$ cat src/design/block_buffer_cache_controller_defines.svh
// ----------------------------------------------------------------------------
// Buffer cache controller assertion macros
// Concurrent assertion shorthands clocked on clk and disabled during rst.
// ----------------------------------------------------------------------------
`ifndef BLOCK_BUFFER_CACHE_CONTROLLER_DEFINES_SVH
`define BLOCK_BUFFER_CACHE_CONTROLLER_DEFINES_SVH

`ifndef SYNTHESIS
`define BBC_ASSERT_IMP(label, cond, prop) \
  label: assert property (@(posedge clk) disable iff (rst) (cond) |-> (prop)) \
    else $error("bbc: assertion failed");
`define BBC_ASSERT_NEXT(label, cond, prop) \
  label: assert property (@(posedge clk) disable iff (rst) (cond) |=> (prop)) \
    else $error("bbc: assertion failed");
`else
`define BBC_ASSERT_IMP(label, cond, prop)
`define BBC_ASSERT_NEXT(label, cond, prop)
`endif

`endif

$ cat src/design/bbc_pkg.sv
// ----------------------------------------------------------------------------
// Buffer cache controller package
// Shared codes, result record and state encoding.
// ----------------------------------------------------------------------------
`timescale 1ns / 1ps

package bbc_pkg;

  localparam int BUFFER_COUNT_DEF = 16;

  localparam logic [2:0] FUNC_GET        = 3'd0;
  localparam logic [2:0] FUNC_READ       = 3'd1;
  localparam logic [2:0] FUNC_RELEASE    = 3'd2;
  localparam logic [2:0] FUNC_WRITE      = 3'd3;
  localparam logic [2:0] FUNC_FLUSH      = 3'd4;
  localparam logic [2:0] FUNC_READ_AHEAD = 3'd5;

  localparam logic [1:0] KIND_FINAL     = 2'd0;
  localparam logic [1:0] KIND_WRITEBACK = 2'd1;
  localparam logic [1:0] KIND_DEVREAD   = 2'd2;

  localparam logic [1:0] ST_DONE      = 2'd0;
  localparam logic [1:0] ST_BUSY      = 2'd1;
  localparam logic [1:0] ST_NOFREE    = 2'd2;
  localparam logic [1:0] ST_NOTLOCKED = 2'd3;

  localparam int FL_LOCKED = 0;
  localparam int FL_VALID  = 1;
  localparam int FL_DELWRI = 2;
  localparam int FL_TAGGED = 3;

  localparam logic [7:0]  DEV_NONE = 8'hFF;
  localparam logic [31:0] BLK_NONE = 32'hFFFF_FFFF;

  typedef enum logic [1:0] {LRU_NOP, LRU_UNLINK, LRU_APPEND, LRU_PREPEND} lru_op_t;

  typedef enum logic [4:0] {
    S_IDLE, S_SCAN_RD, S_SCAN_CHK, S_FOUND, S_MISS, S_EV_CHK, S_EV_APP,
    S_AFTER_MAIN, S_RA_DONE, S_RA_REL, S_MAIN_CHK, S_FINAL_OK, S_BI_RD,
    S_BI_CHK, S_REL, S_WFINAL, S_FL_RD, S_FL_CHK, S_FL_UNL, S_FL_APP,
    S_FL_NEXT, S_EMIT
  } state_t;

  typedef struct packed {
    logic [1:0]  kind;
    logic [1:0]  status;
    logic [3:0]  slot;
    logic [7:0]  dev;
    logic [31:0] blk;
    logic        hit;
    logic        wv;
    logic        last;
  } res_t;

  function automatic res_t mk_res(logic [1:0] kind, logic [1:0] status,
                                  logic [3:0] slot, logic [7:0] dev,
                                  logic [31:0] blk, logic hit, logic wv,
                                  logic last);
    res_t r;
    r.kind = kind;
    r.status = status;
    r.slot = slot;
    r.dev = dev;
    r.blk = blk;
    r.hit = hit;
    r.wv = wv;
    r.last = last;
    return r;
  endfunction

endpackage

$ cat src/design/bbc_tag_mem.sv
// ----------------------------------------------------------------------------
// Buffer tag memory
// One write port and one registered read port holding device and block tags.
// ----------------------------------------------------------------------------
`timescale 1ns / 1ps

module bbc_tag_mem import bbc_pkg::*; #(
  parameter int BUFFER_COUNT = BUFFER_COUNT_DEF,
  localparam int IW = $clog2(BUFFER_COUNT)
) (
  input  logic          clk,
  input  logic          we,
  input  logic [IW-1:0] waddr,
  input  logic [39:0]   wdata,
  input  logic [IW-1:0] raddr,
  output logic [39:0]   rdata
);

  logic [39:0] mem [BUFFER_COUNT];

  always_ff @(posedge clk) begin
    if (we) begin
      mem[waddr] <= wdata;
    end
  end

  always_ff @(posedge clk) begin
    rdata <= mem[raddr];
  end

endmodule

$ cat src/design/bbc_lru.sv
// ----------------------------------------------------------------------------
// Buffer free list
// LRU ordered list of buffer indices; the first count entries are free.
// ----------------------------------------------------------------------------
`timescale 1ns / 1ps

module bbc_lru import bbc_pkg::*; #(
  parameter int BUFFER_COUNT = BUFFER_COUNT_DEF,
  localparam int IW = $clog2(BUFFER_COUNT),
  localparam int CW = $clog2(BUFFER_COUNT + 1)
) (
  input  logic          clk,
  input  logic          rst,
  input  lru_op_t       op,
  input  logic [IW-1:0] sel,
  output logic [IW-1:0] head,
  output logic [CW-1:0] count
);

  logic [IW-1:0] order      [BUFFER_COUNT];
  logic [IW-1:0] order_next [BUFFER_COUNT];
  logic [CW-1:0] count_next;
  logic [IW-1:0] pos;
  logic          in_list;

  always_comb begin
    pos = '0;
    for (int i = BUFFER_COUNT - 1; i >= 0; i--) begin
      if (order[i] == sel) pos = IW'(i);
    end
  end

  assign in_list = CW'(pos) < count;
  assign head = order[0];

  always_comb begin
    order_next = order;
    count_next = count;
    case (op)
      LRU_UNLINK: begin
        if (in_list) begin
          for (int i = 0; i < BUFFER_COUNT - 1; i++) begin
            if (CW'(i) >= CW'(pos) && CW'(i + 1) < count) order_next[i] = order[i + 1];
          end
          for (int i = 0; i < BUFFER_COUNT; i++) begin
            if (CW'(i + 1) == count) order_next[i] = sel;
          end
          count_next = count - CW'(1);
        end
      end
      LRU_APPEND: begin
        if (!in_list && count < CW'(BUFFER_COUNT)) begin
          order_next[pos] = order[count[IW-1:0]];
          order_next[count[IW-1:0]] = sel;
          count_next = count + CW'(1);
        end
      end
      LRU_PREPEND: begin
        if (!in_list && count < CW'(BUFFER_COUNT)) begin
          for (int i = 1; i < BUFFER_COUNT; i++) begin
            if (CW'(i) <= CW'(pos)) order_next[i] = order[i - 1];
          end
          order_next[0] = sel;
          count_next = count + CW'(1);
        end
      end
      default: begin
      end
    endcase
  end

  always_ff @(posedge clk) begin
    if (rst) begin
      for (int i = 0; i < BUFFER_COUNT; i++) order[i] <= IW'(i);
      count <= CW'(BUFFER_COUNT);
    end else begin
      order <= order_next;
      count <= count_next;
    end
  end

endmodule

$ cat src/design/block_buffer_cache_controller.sv
// Get and read scan the tag memory buffer by buffer; a device read follows
// when a read finds no valid data, each evicted delayed-write buffer is
// written back first, and a read-ahead adds a second scan. Release and write
// check the lock and update flags and free list; a flush visits every buffer
// and writes back each unlocked delayed one. Throughput: one request at a time.
// Reset: flags clear and the free list returns to ascending order at once.
// ----------------------------------------------------------------------------
// Block buffer cache controller
// Tag lookup, LRU eviction, delayed writes and device flush for a buffer cache.
// ----------------------------------------------------------------------------
`timescale 1ns / 1ps
`include "block_buffer_cache_controller_defines.svh"

module block_buffer_cache_controller import bbc_pkg::*; #(
  parameter int BUFFER_COUNT = BUFFER_COUNT_DEF
) (
  input  logic        clk,
  input  logic        rst,
  input  logic        in_valid,
  output logic        in_ready,
  input  logic [2:0]  func,
  input  logic [7:0]  dev,
  input  logic [31:0] blkno,
  input  logic [31:0] ahead_blkno,
  input  logic [3:0]  buf_index,
  input  logic        sync,
  input  logic        delayed,
  output logic        out_valid,
  input  logic        out_ready,
  output logic [1:0]  kind,
  output logic [1:0]  status,
  output logic [3:0]  slot,
  output logic [7:0]  out_dev,
  output logic [31:0] out_blkno,
  output logic        hit,
  output logic        was_valid,
  output logic        last
);

  localparam int IW = $clog2(BUFFER_COUNT);
  localparam int CW = $clog2(BUFFER_COUNT + 1);
  localparam logic [IW-1:0] LAST_IDX = IW'(BUFFER_COUNT - 1);

  state_t state, state_next, ret_state, ret_next;

  logic [2:0]  func_r;
  logic [7:0]  dev_r;
  logic [31:0] blk_r, ahead_r;
  logic [3:0]  bi_r;
  logic        sync_r, dl_r;

  logic [31:0]   tgt_blk, tgt_blk_next;
  logic          ra, ra_next;
  logic [IW-1:0] idx, idx_next;
  logic [IW-1:0] slot_r, slot_next;
  logic          hit_r, hit_next, wv_r, wv_next;
  logic [IW-1:0] ev_slot, ev_slot_next;
  logic [7:0]    tdev, tdev_next;
  logic [31:0]   tblk, tblk_next;
  res_t          res, res_next, out_res;

  logic [3:0]    flags [BUFFER_COUNT];
  logic [IW-1:0] fl_addr;
  logic [3:0]    fl_cur;
  logic          flag_we;
  logic [3:0]    flag_wval;
  logic [BUFFER_COUNT-1:0] locked_vec;

  logic          mem_we;
  logic [IW-1:0] raddr;
  logic [39:0]   rdata;
  logic [7:0]    rd_dev, dev_eff;
  logic [31:0]   rd_blk, blk_eff;

  lru_op_t       lru_op;
  logic [IW-1:0] lru_sel, lru_head;
  logic [CW-1:0] lru_count;

  logic [IW-1:0] bi_idx;
  logic          bi_bad;
  logic          can_emit;
  logic          accept;

  bbc_tag_mem #(.BUFFER_COUNT(BUFFER_COUNT)) u_mem (
    .clk   (clk),
    .we    (mem_we),
    .waddr (ev_slot),
    .wdata ({dev_r, tgt_blk}),
    .raddr (raddr),
    .rdata (rdata)
  );

  bbc_lru #(.BUFFER_COUNT(BUFFER_COUNT)) u_lru (
    .clk   (clk),
    .rst   (rst),
    .op    (lru_op),
    .sel   (lru_sel),
    .head  (lru_head),
    .count (lru_count)
  );

  assign in_ready = (state == S_IDLE);
  assign accept   = in_valid && in_ready;
  assign can_emit = !out_valid || out_ready;
  assign rd_dev   = rdata[39:32];
  assign rd_blk   = rdata[31:0];
  assign bi_idx   = IW'(bi_r);
  assign bi_bad   = 6'(buf_index) >= 6'(BUFFER_COUNT);

  // A buffer that was never tagged reports DEV_NONE and BLK_NONE, not its unreset tags.
  assign dev_eff = fl_cur[FL_TAGGED] ? rd_dev : DEV_NONE;
  assign blk_eff = fl_cur[FL_TAGGED] ? rd_blk : BLK_NONE;

  always_comb begin
    case (state)
      S_EV_CHK, S_EV_APP, S_RA_DONE, S_RA_REL: fl_addr = ev_slot;
      S_MAIN_CHK: fl_addr = slot_r;
      S_BI_CHK, S_REL: fl_addr = bi_idx;
      default: fl_addr = idx;
    endcase
  end

  assign fl_cur = flags[fl_addr];

  always_comb begin
    for (int i = 0; i < BUFFER_COUNT; i++) locked_vec[i] = flags[i][FL_LOCKED];
  end

  always_comb begin
    state_next   = state;
    ret_next     = ret_state;
    tgt_blk_next = tgt_blk;
    ra_next      = ra;
    idx_next     = idx;
    slot_next    = slot_r;
    hit_next     = hit_r;
    wv_next      = wv_r;
    ev_slot_next = ev_slot;
    tdev_next    = tdev;
    tblk_next    = tblk;
    res_next     = res;
    raddr        = idx;
    mem_we       = 1'b0;
    flag_we      = 1'b0;
    flag_wval    = fl_cur;
    lru_op       = LRU_NOP;
    lru_sel      = idx;
    case (state)
      S_IDLE: begin
        if (in_valid) begin
          case (func)
            FUNC_GET, FUNC_READ, FUNC_READ_AHEAD: begin
              tgt_blk_next = blkno;
              ra_next = 1'b0;
              idx_next = '0;
              state_next = S_SCAN_RD;
            end
            FUNC_RELEASE, FUNC_WRITE: begin
              if (bi_bad) begin
                res_next = mk_res(KIND_FINAL, ST_NOTLOCKED, buf_index, 8'd0, 32'd0,
                                  1'b0, 1'b0, 1'b1);
                ret_next = S_IDLE;
                state_next = S_EMIT;
              end else begin
                state_next = S_BI_RD;
              end
            end
            FUNC_FLUSH: begin
              idx_next = '0;
              state_next = S_FL_RD;
            end
            default: begin
              res_next = mk_res(KIND_FINAL, ST_DONE, 4'd0, 8'd0, 32'd0, 1'b0, 1'b0, 1'b1);
              ret_next = S_IDLE;
              state_next = S_EMIT;
            end
          endcase
        end
      end
      S_SCAN_RD: begin
        raddr = idx;
        state_next = S_SCAN_CHK;
      end
      S_SCAN_CHK: begin
        if (fl_cur[FL_TAGGED] && rd_dev == dev_r && rd_blk == tgt_blk) begin
          state_next = S_FOUND;
        end else if (idx == LAST_IDX) begin
          state_next = S_MISS;
        end else begin
          idx_next = idx + IW'(1);
          state_next = S_SCAN_RD;
        end
      end
      S_FOUND: begin
        if (!ra) begin
          hit_next = 1'b1;
          slot_next = idx;
          if (fl_cur[FL_LOCKED]) begin
            res_next = mk_res(KIND_FINAL, ST_BUSY, 4'(idx), dev_r, blk_r, 1'b1, 1'b0, 1'b1);
            ret_next = S_IDLE;
            state_next = S_EMIT;
          end else begin
            lru_op = LRU_UNLINK;
            wv_next = fl_cur[FL_VALID];
            flag_we = 1'b1;
            flag_wval = fl_cur | (4'd1 << FL_LOCKED);
            state_next = S_AFTER_MAIN;
          end
        end else if (fl_cur[FL_VALID] || fl_cur[FL_LOCKED]) begin
          // Read-ahead block already valid or busy: skip it.
          state_next = S_MAIN_CHK;
        end else begin
          lru_op = LRU_UNLINK;
          flag_we = 1'b1;
          flag_wval = fl_cur | (4'd1 << FL_LOCKED);
          ev_slot_next = idx;
          state_next = S_RA_DONE;
        end
      end
      S_MISS: begin
        if (lru_count == '0) begin
          if (ra) begin
            state_next = S_MAIN_CHK;
          end else begin
            hit_next = 1'b0;
            res_next = mk_res(KIND_FINAL, ST_NOFREE, 4'd0, dev_r, blk_r, 1'b0, 1'b0, 1'b1);
            ret_next = S_IDLE;
            state_next = S_EMIT;
          end
        end else begin
          lru_op = LRU_UNLINK;
          lru_sel = lru_head;
          ev_slot_next = lru_head;
          raddr = lru_head;
          state_next = S_EV_CHK;
        end
      end
      S_EV_CHK: begin
        if (fl_cur[FL_DELWRI]) begin
          res_next = mk_res(KIND_WRITEBACK, ST_DONE, 4'(ev_slot), rd_dev, rd_blk,
                            1'b0, 1'b0, 1'b0);
          flag_we = 1'b1;
          flag_wval = fl_cur & ~(4'd1 << FL_DELWRI);
          ret_next = S_EV_APP;
          state_next = S_EMIT;
        end else begin
          mem_we = 1'b1;
          flag_we = 1'b1;
          flag_wval = (4'd1 << FL_LOCKED) | (4'd1 << FL_TAGGED);
          if (ra) begin
            state_next = S_RA_DONE;
          end else begin
            slot_next = ev_slot;
            hit_next = 1'b0;
            wv_next = 1'b0;
            state_next = S_AFTER_MAIN;
          end
        end
      end
      S_EV_APP: begin
        lru_op = LRU_APPEND;
        lru_sel = ev_slot;
        state_next = S_MISS;
      end
      S_AFTER_MAIN: begin
        if (func_r == FUNC_READ_AHEAD && ahead_r != blk_r) begin
          tgt_blk_next = ahead_r;
          ra_next = 1'b1;
          idx_next = '0;
          state_next = S_SCAN_RD;
        end else begin
          state_next = S_MAIN_CHK;
        end
      end
      S_RA_DONE: begin
        // A read-ahead buffer reaching here never holds valid data.
        res_next = mk_res(KIND_DEVREAD, ST_DONE, 4'(ev_slot), dev_r, ahead_r,
                          1'b0, 1'b0, 1'b0);
        flag_we = 1'b1;
        flag_wval = fl_cur | (4'd1 << FL_VALID);
        ret_next = S_RA_REL;
        state_next = S_EMIT;
      end
      S_RA_REL: begin
        lru_op = LRU_APPEND;
        lru_sel = ev_slot;
        flag_we = 1'b1;
        flag_wval = fl_cur & ~(4'd1 << FL_LOCKED);
        state_next = S_MAIN_CHK;
      end
      S_MAIN_CHK: begin
        if (func_r != FUNC_GET && !fl_cur[FL_VALID]) begin
          res_next = mk_res(KIND_DEVREAD, ST_DONE, 4'(slot_r), dev_r, blk_r,
                            1'b0, 1'b0, 1'b0);
          flag_we = 1'b1;
          flag_wval = fl_cur | (4'd1 << FL_VALID);
          ret_next = S_FINAL_OK;
          state_next = S_EMIT;
        end else begin
          state_next = S_FINAL_OK;
        end
      end
      S_FINAL_OK: begin
        res_next = mk_res(KIND_FINAL, ST_DONE, 4'(slot_r), dev_r, blk_r, hit_r, wv_r, 1'b1);
        ret_next = S_IDLE;
        state_next = S_EMIT;
      end
      S_BI_RD: begin
        raddr = bi_idx;
        state_next = S_BI_CHK;
      end
      S_BI_CHK: begin
        tdev_next = dev_eff;
        tblk_next = blk_eff;
        if (!fl_cur[FL_LOCKED]) begin
          res_next = mk_res(KIND_FINAL, ST_NOTLOCKED, bi_r, dev_eff, blk_eff,
                            1'b0, 1'b0, 1'b1);
          ret_next = S_IDLE;
          state_next = S_EMIT;
        end else if (func_r == FUNC_RELEASE) begin
          state_next = S_REL;
        end else if (dl_r) begin
          flag_we = 1'b1;
          flag_wval = fl_cur | (4'd1 << FL_DELWRI);
          state_next = S_REL;
        end else begin
          res_next = mk_res(KIND_WRITEBACK, ST_DONE, bi_r, dev_eff, blk_eff,
                            1'b0, 1'b0, 1'b0);
          flag_we = 1'b1;
          flag_wval = (fl_cur & ~(4'd1 << FL_DELWRI)) | (4'd1 << FL_VALID);
          ret_next = sync_r ? S_REL : S_WFINAL;
          state_next = S_EMIT;
        end
      end
      S_REL: begin
        // Buffers without valid data go to the oldest end for early reuse.
        lru_op = fl_cur[FL_VALID] ? LRU_APPEND : LRU_PREPEND;
        lru_sel = bi_idx;
        flag_we = 1'b1;
        flag_wval = fl_cur & ~(4'd1 << FL_LOCKED);
        state_next = S_WFINAL;
      end
      S_WFINAL: begin
        res_next = mk_res(KIND_FINAL, ST_DONE, bi_r, tdev, tblk, 1'b0, 1'b0, 1'b1);
        ret_next = S_IDLE;
        state_next = S_EMIT;
      end
      S_FL_RD: begin
        raddr = idx;
        state_next = S_FL_CHK;
      end
      S_FL_CHK: begin
        if (rd_dev == dev_r && fl_cur[FL_DELWRI] && !fl_cur[FL_LOCKED]) begin
          res_next = mk_res(KIND_WRITEBACK, ST_DONE, 4'(idx), rd_dev, rd_blk,
                            1'b0, 1'b0, 1'b0);
          flag_we = 1'b1;
          flag_wval = (fl_cur & ~(4'd1 << FL_DELWRI)) | (4'd1 << FL_VALID);
          ret_next = S_FL_UNL;
          state_next = S_EMIT;
        end else begin
          state_next = S_FL_NEXT;
        end
      end
      S_FL_UNL: begin
        lru_op = LRU_UNLINK;
        state_next = S_FL_APP;
      end
      S_FL_APP: begin
        lru_op = LRU_APPEND;
        state_next = S_FL_NEXT;
      end
      S_FL_NEXT: begin
        if (idx == LAST_IDX) begin
          res_next = mk_res(KIND_FINAL, ST_DONE, 4'd0, dev_r, 32'd0, 1'b0, 1'b0, 1'b1);
          ret_next = S_IDLE;
          state_next = S_EMIT;
        end else begin
          idx_next = idx + IW'(1);
          state_next = S_FL_RD;
        end
      end
      S_EMIT: begin
        if (can_emit) state_next = ret_state;
      end
      default: begin
        state_next = S_IDLE;
      end
    endcase
  end

  always_ff @(posedge clk) begin
    if (rst) begin
      state <= S_IDLE;
    end else begin
      state <= state_next;
    end
  end

  always_ff @(posedge clk) begin
    ret_state <= ret_next;
    tgt_blk   <= tgt_blk_next;
    ra        <= ra_next;
    idx       <= idx_next;
    slot_r    <= slot_next;
    hit_r     <= hit_next;
    wv_r      <= wv_next;
    ev_slot   <= ev_slot_next;
    tdev      <= tdev_next;
    tblk      <= tblk_next;
    res       <= res_next;
    if (accept) begin
      func_r  <= func;
      dev_r   <= dev;
      blk_r   <= blkno;
      ahead_r <= ahead_blkno;
      bi_r    <= buf_index;
      sync_r  <= sync;
      dl_r    <= delayed;
    end
  end

  always_ff @(posedge clk) begin
    if (rst) begin
      for (int i = 0; i < BUFFER_COUNT; i++) flags[i] <= 4'd0;
    end else if (flag_we) begin
      flags[fl_addr] <= flag_wval;
    end
  end

  always_ff @(posedge clk) begin
    if (rst) begin
      out_valid <= 1'b0;
    end else if (state == S_EMIT && can_emit) begin
      out_valid <= 1'b1;
    end else if (out_ready) begin
      out_valid <= 1'b0;
    end
  end

  always_ff @(posedge clk) begin
    if (state == S_EMIT && can_emit) out_res <= res;
  end

  assign kind      = out_res.kind;
  assign status    = out_res.status;
  assign slot      = out_res.slot;
  assign out_dev   = out_res.dev;
  assign out_blkno = out_res.blk;
  assign hit       = out_res.hit;
  assign was_valid = out_res.wv;
  assign last      = out_res.last;

  // Between requests the free list holds exactly the unlocked buffers.
  `BBC_ASSERT_IMP(a_free_matches_locks, state == S_IDLE, lru_count == CW'(BUFFER_COUNT) - CW'($countones(locked_vec)))
  `BBC_ASSERT_NEXT(a_emit_holds, state == S_EMIT && !can_emit, state == S_EMIT)
  `BBC_ASSERT_NEXT(a_accept_leaves_idle, accept, state != S_IDLE)

endmodule
$ cat config.mk
export PLATFORM = sky130hd
export DESIGN_NAME = block_buffer_cache_controller
export DESIGN_NICKNAME = d
export VERILOG_FILES = /design/src/design/bbc_pkg.sv /design/src/design/bbc_tag_mem.sv /design/src/design/bbc_lru.sv /design/src/design/block_buffer_cache_controller.sv
export VERILOG_INCLUDE_DIRS = /design/src /design/src/design
export SDC_FILE = /design/constraint.sdc
export NUM_CORES = 2
export LEC_CHECK = 0
export ABC_AREA = 0
export BUFFER_PORTS_ARGS = -buffer_cell sky130_fd_sc_hd__clkbuf_2
export CAP_MARGIN = 20
export CORE_MARGIN = 3
export CORE_UTILIZATION = 55
export CTS_BUF_LIST = sky130_fd_sc_hd__clkbuf_8
export CTS_CLUSTER_DIAMETER = 150
export DETAILED_ROUTE_END_ITERATION = 6
export GPL_ROUTABILITY_DRIVEN = 0
export PLACE_DENSITY = 0.79
export REMOVE_ABC_BUFFERS = 1
export SYNTH_ARGS = -nofsm -noshare
export SYNTH_HDL_FRONTEND = slang
export SYNTH_HIERARCHICAL = 1
export SYNTH_SLANG_ARGS = --single-unit
$ cat constraint.sdc
create_clock -name clk -period 9.5 [get_ports clk]
set_clock_uncertainty 0.15 [all_clocks]
set_input_delay 1.9 -clock clk [delete_from_list [all_inputs] [get_ports clk]]
set_output_delay 1.9 -clock clk [all_outputs]
set_load 0.02 [all_outputs]
======== Yosys cells after proc, flatten, opt, wreduce, memory -nomap -nowiden ========
Memory sizes are Yosys's and may differ from the RTL's. A register that Yosys moved wholly into a read port is not among the register bits.
Index checks and enable logic that the tools add are counted.
W data, S select, Z words.
operators by class
  reductions and logical operators ........ 86
  equality and inequality tests ........... 125
  div/mod/pow operators ................... 0
  multiplexer cells ....................... 202
  add/subtract/negate cells ............... 3
  shifts and indexed selects .............. 0
  $mul .................................... 0
  $lt $le $gt $ge ......................... 51
  bitwise logic cells ..................... 2
operators with widths
  kind                  count
  $mux W51              13
  $pmux W51 S11         1
  $mux W4               83
  $mux W64              3
  $pmux W64 S3          1
  $mux W5               26
  $bwmux W64            2
  $mux W32              4
  $pmux W5 S20          1
  $reduce_and A6 Y1     15
  $eq A4 B4 Y1          16
  $pmux W32 S2          1
  $pmux W5 S10          1
  $ne A3 B1 Y1 const B  15
  $ne A2 B1 Y1 const B  21
  $eq A4 B5 Y1 const A  8
  $eq A5 B4 Y1 const B  8
  $lt A4 B5 Y1 const A  8
  $ne A2 B2 Y1 const B  20
  $mux W1               38
  $demux W4 S4          2
  $eq A32 B32 Y1        1
  $le A4 B4 Y1 const A  8
  $ne A32 B32 Y1        1
  other kinds (67)      172
word-level totals
  logic and storage cells ................. 523
  input port bits ......................... 85
  memory bits (read-only) ................. 0
  bits in latches ......................... 0
  flip-flop bits (word level) ............. 350
  memories kept ........................... 2
  bits in writable memories ............... 704
memory list
  memory     words  bits a word  rd ports  clocked after Yosys merged registers in  wr ports  RTL line                             source
  u_mem.mem  16     40           1         1                                        1         bbc_tag_mem.sv:19                    logic [39:0] mem [BUFFER_COUNT];
  flags      16     4            1         0                                        16        block_buffer_cache_controller.sv:62  logic [3:0] flags [BUFFER_COUNT];

======== Longest topological paths before layout ========
  depth after elaboration ................. 29
  mapped depth ............................ 28
  mapped depth without buffers ............ 22

======== By module ========
The synthesis kept the hierarchy.
by module, submodules not included
  module                         cells an instance  area an instance (µm²)  sequential area each (µm²)  instances
  bbc_tag_mem                    1,040              25,131.6                20,019.2                    1
  block_buffer_cache_controller  1,284              16,294.4                10,299.9                    1
  bbc_lru                        1,138              8,284.2                 1,381.3                     1

======== Worst setup path after synthesis ========
OpenSTA, ideal clock, no wires.
  path type ............................... input -> register
  start point ............................. input port in_valid
  end point ............................... register res[0] (netlist bit) (enable)
  data required time ...................... 8.828 ns
  path slack .............................. 2.699 ns
  stages on the path ...................... 6
  setup time .............................. 0.522 ns
  data arrival time ....................... 6.128 ns
  buffers on the path ..................... 0
  cell sequence ........................... a311oi_1 > a31oi_1 > a21oi_1 > o32ai_1 > nand4_1 > nor3_1
on the way
  cells in the longest elaborated chain, start to end .. 2
ends and longest elaborated chain
  element                       RTL line                              source
  from (decl)                   block_buffer_cache_controller.sv:19   input logic in_valid,
  $ne A2 B2 Y1 (no line)        --
  $reduce_and A13 Y1 (no line)  --
  to (signal assigned)          block_buffer_cache_controller.sv:410  res <= res_next;
  to (decl)                     block_buffer_cache_controller.sv:60   res_t res, res_next, out_res;
No other way between the ends.
A chain may end at the register's enable or synchronous reset.

======== Worst setup path after layout ========
  start point ............................. register state[4]
  end point ............................... register u_lru/order[15] (netlist bit)
on the way
  cells in the longest elaborated chain, start to end .. 29
  elaborated cells between the ends (all ways) .. 84
  classes of those cells .................. order compare: 5; eq/ne: 35; mux: 31; bitwise: 1; reduce/logical: 11; memory: 1
ends and longest elaborated chain
  element                                                                    RTL line                              source
  from (decl)                                                                block_buffer_cache_controller.sv:44   state_t state, state_next, ret_state, ret_next;
  from (signal assigned)                                                     block_buffer_cache_controller.sv:395  state <= state_next;
  $eq A5 B4 Y1 / $eq A5 B3 Y1 (equally long branches)                        block_buffer_cache_controller.sv:148  case (state)
  $reduce_or A2 Y1 (no line)                                                 --
  $pmux W4 S3 (*)                                                            block_buffer_cache_controller.sv:148
  via lru_sel[2]                                                             block_buffer_cache_controller.sv:76   logic [IW-1:0] lru_sel, lru_head;
  $eq A4 B4 Y1                                                               bbc_lru.sv:29                         if (order[i] == sel) pos = IW'(i);
  $mux W4 (15 in a row)                                                      bbc_lru.sv:29
  $mux W4 (*)                                                                bbc_lru.sv:29
  $not A4 Y5 (implied by the code)                                           bbc_lru.sv:53                         order_next[pos] = order[count[IW-1:0]];
  $ge A5 B5 Y1 (implied by the code) / $lt A5 B1 Y1 (equally long branches)  bbc_lru.sv:53
  $logic_and A1 B1 Y1 (implied by the code)                                  bbc_lru.sv:53
  $mux W4 (implied by the code)                                              bbc_lru.sv:53
  $demux W4 S4                                                               bbc_lru.sv:53
  $bwmux W64                                                                 bbc_lru.sv:53
  $bwmux W64                                                                 bbc_lru.sv:54                         order_next[count[IW-1:0]] = sel;
  $mux W64                                                                   bbc_lru.sv:52                         if (!in_list && count < CW'(BUFFER_COUNT)) begin
  $pmux W64 S3                                                               bbc_lru.sv:39                         case (op)
  to (signal assigned)                                                       bbc_lru.sv:77                         order <= order_next;
  to (decl)                                                                  bbc_lru.sv:20                         logic [IW-1:0] order [BUFFER_COUNT];
Mark *: on every way through the listed nets, which the timed path passes. The rest lies on a longest branch. The select of a mux whose other input is x is not followed.

==> results.py <==
metrics = {
    "status": {
        "status": "finished with violations",
        "failed_checks": "DRC",
    },
    "routing": {
        "num_vias": 34000,
        "wl_per_cell_um": 28.4,
        "wl_um": 140000,
        "drt_first_pass_iters": 7,
        "drc": 22,
        "drtAntennaViolNets": 0,
        "via_per_inst": 6.90,
        "drtIter0Drc": 5430,
    },
    "global_route": {
        "grt_max_degree": 103,
        "grtUsageTotal_pct": 29.5,
        "grt_pass1_wl_um": 207000,
        "grt-ovfl-total": 0,
        "first_global_vias": 32400,
        "antenna_found_initial": 3,
    },
    "layout": {
        "final_cell_mix": "979 x edfxtp_1, 339 x nand2_1, 204 x o21ai_0",
        "fin_cells": 4923,
        "area_delta_synth_final_pct": 10.1,
        "final_common_cell": "edfxtp_1",
        "drive_gt1_share_pct": 19.7,
        "final_nets": 3702,
        "fin_util_pct": 61.4,
        "fillers": 6276,
    },
    "synthesis": {
        "synth_edf_count": 979,
        "seq_area_frac_synth_pct": 63.8,
        "netlist_area_mm2": 0.0497,
        "ys_top_cells_by_area": "edfxtp_1 59%, mux4_2 5.8%, dfxtp_1 4.6%",
        "synth_warnings": 6,
        "synth_top_area_cell": "edfxtp_1",
        "avgSynthCellArea_um2": 14.4,
        "synth_seq_cells": 1094,
        "ys_types": 105,
        "ys.flop_type": "edfxtp_1",
        "async_reset_ff_share_pct": 0,
        "synth_cells": 3462,
        "synth_top_area_share_pct": 59.1,
    },
    "setup_path": {
        "startpoint_type": "flop",
        "crit_fanout": 45,
        "r2r_cells": 23,
        "arrival_ps": 8260,
        "critPathKind": "reg2reg",
        "critPathRequiredTime_ps": 10080,
        "crit_path_end_kind": "flop",
    },
    "clocking": {
        "cts_resized": 0,
        "clkSinkCount": 1094,
        "max-clock-path-buffers": 3,
        "clock_latency_ps": 870,
        "hold_buffers": 0,
        "postCtsSetupBuffers": 0,
        "htreeDepth": 4,
        "cts_tree": "done",
        "cts_buffers": 169,
        "clk_pin_slew_worst_paths_ps": 70,
        "root_buffer": "clkbuf_8",
    },
    "placement": {
        "hpwl_um": 80800,
        "placed_cells": 4601,
        "port_buffers": 137,
    },
    "floorplan": {
        "die_width_um": 307,
        "ioPinCount": 138,
        "core_mm2": 0.0891,
        "die-area_mm2": 0.0940,
        "start_util_pct": 55.8,
        "row_count": 109,
        "die_h_um": 307,
    },
    "pwr": {
        "p_per_area_mw_per_mm2": 311,
        "peakVddDrop_mv": 0.275,
        "p_leak_nw": 18.3,
        "power_mw": 17.0,
    },
    "sta": {
        "tns_ps": 0,
        "setup_viol": 0,
        "slew_headroom_pct": 20.7,
        "rsz0062_at_grt": "false",
        "post-route-period-util_pct": 80.8,
        "hold_viol_final": 0,
        "whs_ps": 269,
        "drv_slew": 0,
        "max_freq_mhz": 130,
        "fin_crit_ps": 7680,
        "worstMarginPinSlew_ps": 1190,
    },
    "hold_path": {
        "hold_depth": 0,
        "min_path_type": "reg2reg",
    },
    "job": {
        "cap_violations": 0,
    },
}
## final timing paths
check | start | to | slack [ps]
worst min register to register | res[35]$_DFFE_PP_ | out_dev[0]$_DFFE_PP_ | 270
worst max register to register | state[4]$_SDFFE_PP0P_ | u_lru/order[15]$_SDFFE_PP1P_ | 1820
worst min-delay path | res[35]$_DFFE_PP_ | out_dev[0]$_DFFE_PP_ | 270
worst max-delay path | state[4]$_SDFFE_PP0P_ | u_lru/order[15]$_SDFFE_PP1P_ | 1820
## worst max-delay path: stages, from the launching register on
cell      delay (ps)
dfxtp_1          300
buf_4            280
nor2_1           400
nand2_1          340
nor2_1           710
a222oi_1         220
nand2_2          710
buf_4            330
xor2_1           250
nor4_4           100
nand4b_1         220
o211ai_1         480
a21boi_0         250
ha_1             230
a21o_1           170
a21oi_1          230
o221ai_1         160
nor2_1           120
a21oi_1           80
a221oi_4         570
buf_4            370
and3_1           340
o21ai_0          140
a221o_1          350
## registers in the layout, summed over array words and instances (netlist names), 32 cells and up
register / flops
u_mem/mem: 640
flags: 64
u_lru/order: 60
blk_r: 32
ahead_r: 32
tgt_blk: 32
tblk: 32
out_blkno: 32
u_mem/rdata: 40
res: 51
## per-stage QoR
stage,area (µm²),setup WS [ps]
floorplan,48500,1000
global placement,51400,2450
detailed placement,51400,2230
CTS,54700,2160
global route,54700,1510
finish,54700,1820
## cell type report
class | instances | area (µm²) | area share (%)
clock buffers | 181 | 2490 | 4.55
clock inverters | 133 | 828 | 1.51
multi-input cells | 2104 | 16900 | 30.8
inverters | 35 | 146 | 0.268
diodes | 6 | 15.0 | 0.0274
well taps | 1165 | 1460 | 2.66
repair buffers | 205 | 1200 | 2.19
flip-flops and latches | 1094 | 31700 | 57.9
## report_power, final
group,internal (mW),switching (mW)
sequential,6.07,0.722
clock,1.98,1.88
combinational,2.23,4.13
## synth_stat cells (33+ instances only)
| cell type | instances |
|---|---|
| edfxtp_1 | 979 |
| nand2_1 | 343 |
| o21ai_0 | 205 |
| nor2_1 | 195 |
| clkbuf_1 | 147 |
| mux4_2 | 128 |
| a21oi_1 | 119 |
| dfxtp_1 | 115 |
| a22oi_1 | 96 |
| xnor2_1 | 94 |
| mux2i_1 | 77 |
| nor3_1 | 71 |
| mux4_1 | 60 |
| nand3_1 | 53 |
| xor2_1 | 49 |
| mux2_2 | 47 |
| or2_2 | 45 |
| a222oi_1 | 42 |
| nand4_1 | 36 |
| o211ai_1 | 33 |
## logic make-up (layout without fill, tap and decap cells)
| family | after synthesis | after routing | synth area share [%] |
|---|---|---|---|
| other | 0 | 6 | 0 |
| AND/OR/NAND/NOR | 898 | 898 | 8.70 |
| multiplexers | 312 | 312 | 11.6 |
| AO/OA/AOI/OAI | 743 | 743 | 10.4 |
| adder cells (fa/ha/maj) | 8 | 8 | 0.201 |
| buffers and inverters | 264 | 554 | 2.80 |
| flip-flops | 1094 | 1094 | 63.8 |
| XOR/XNOR | 143 | 143 | 2.52 |
## per-layer routing
metal	GRT usage, %	part of all wire, %	vias up
li1	-	-	14100
met1	41.3	37	16600
met2	43.0	44	2842
met3	8.96	15	499
met4	13.0	4.5	0
met5	0	0	-
(Power assumes the default switching activity.)
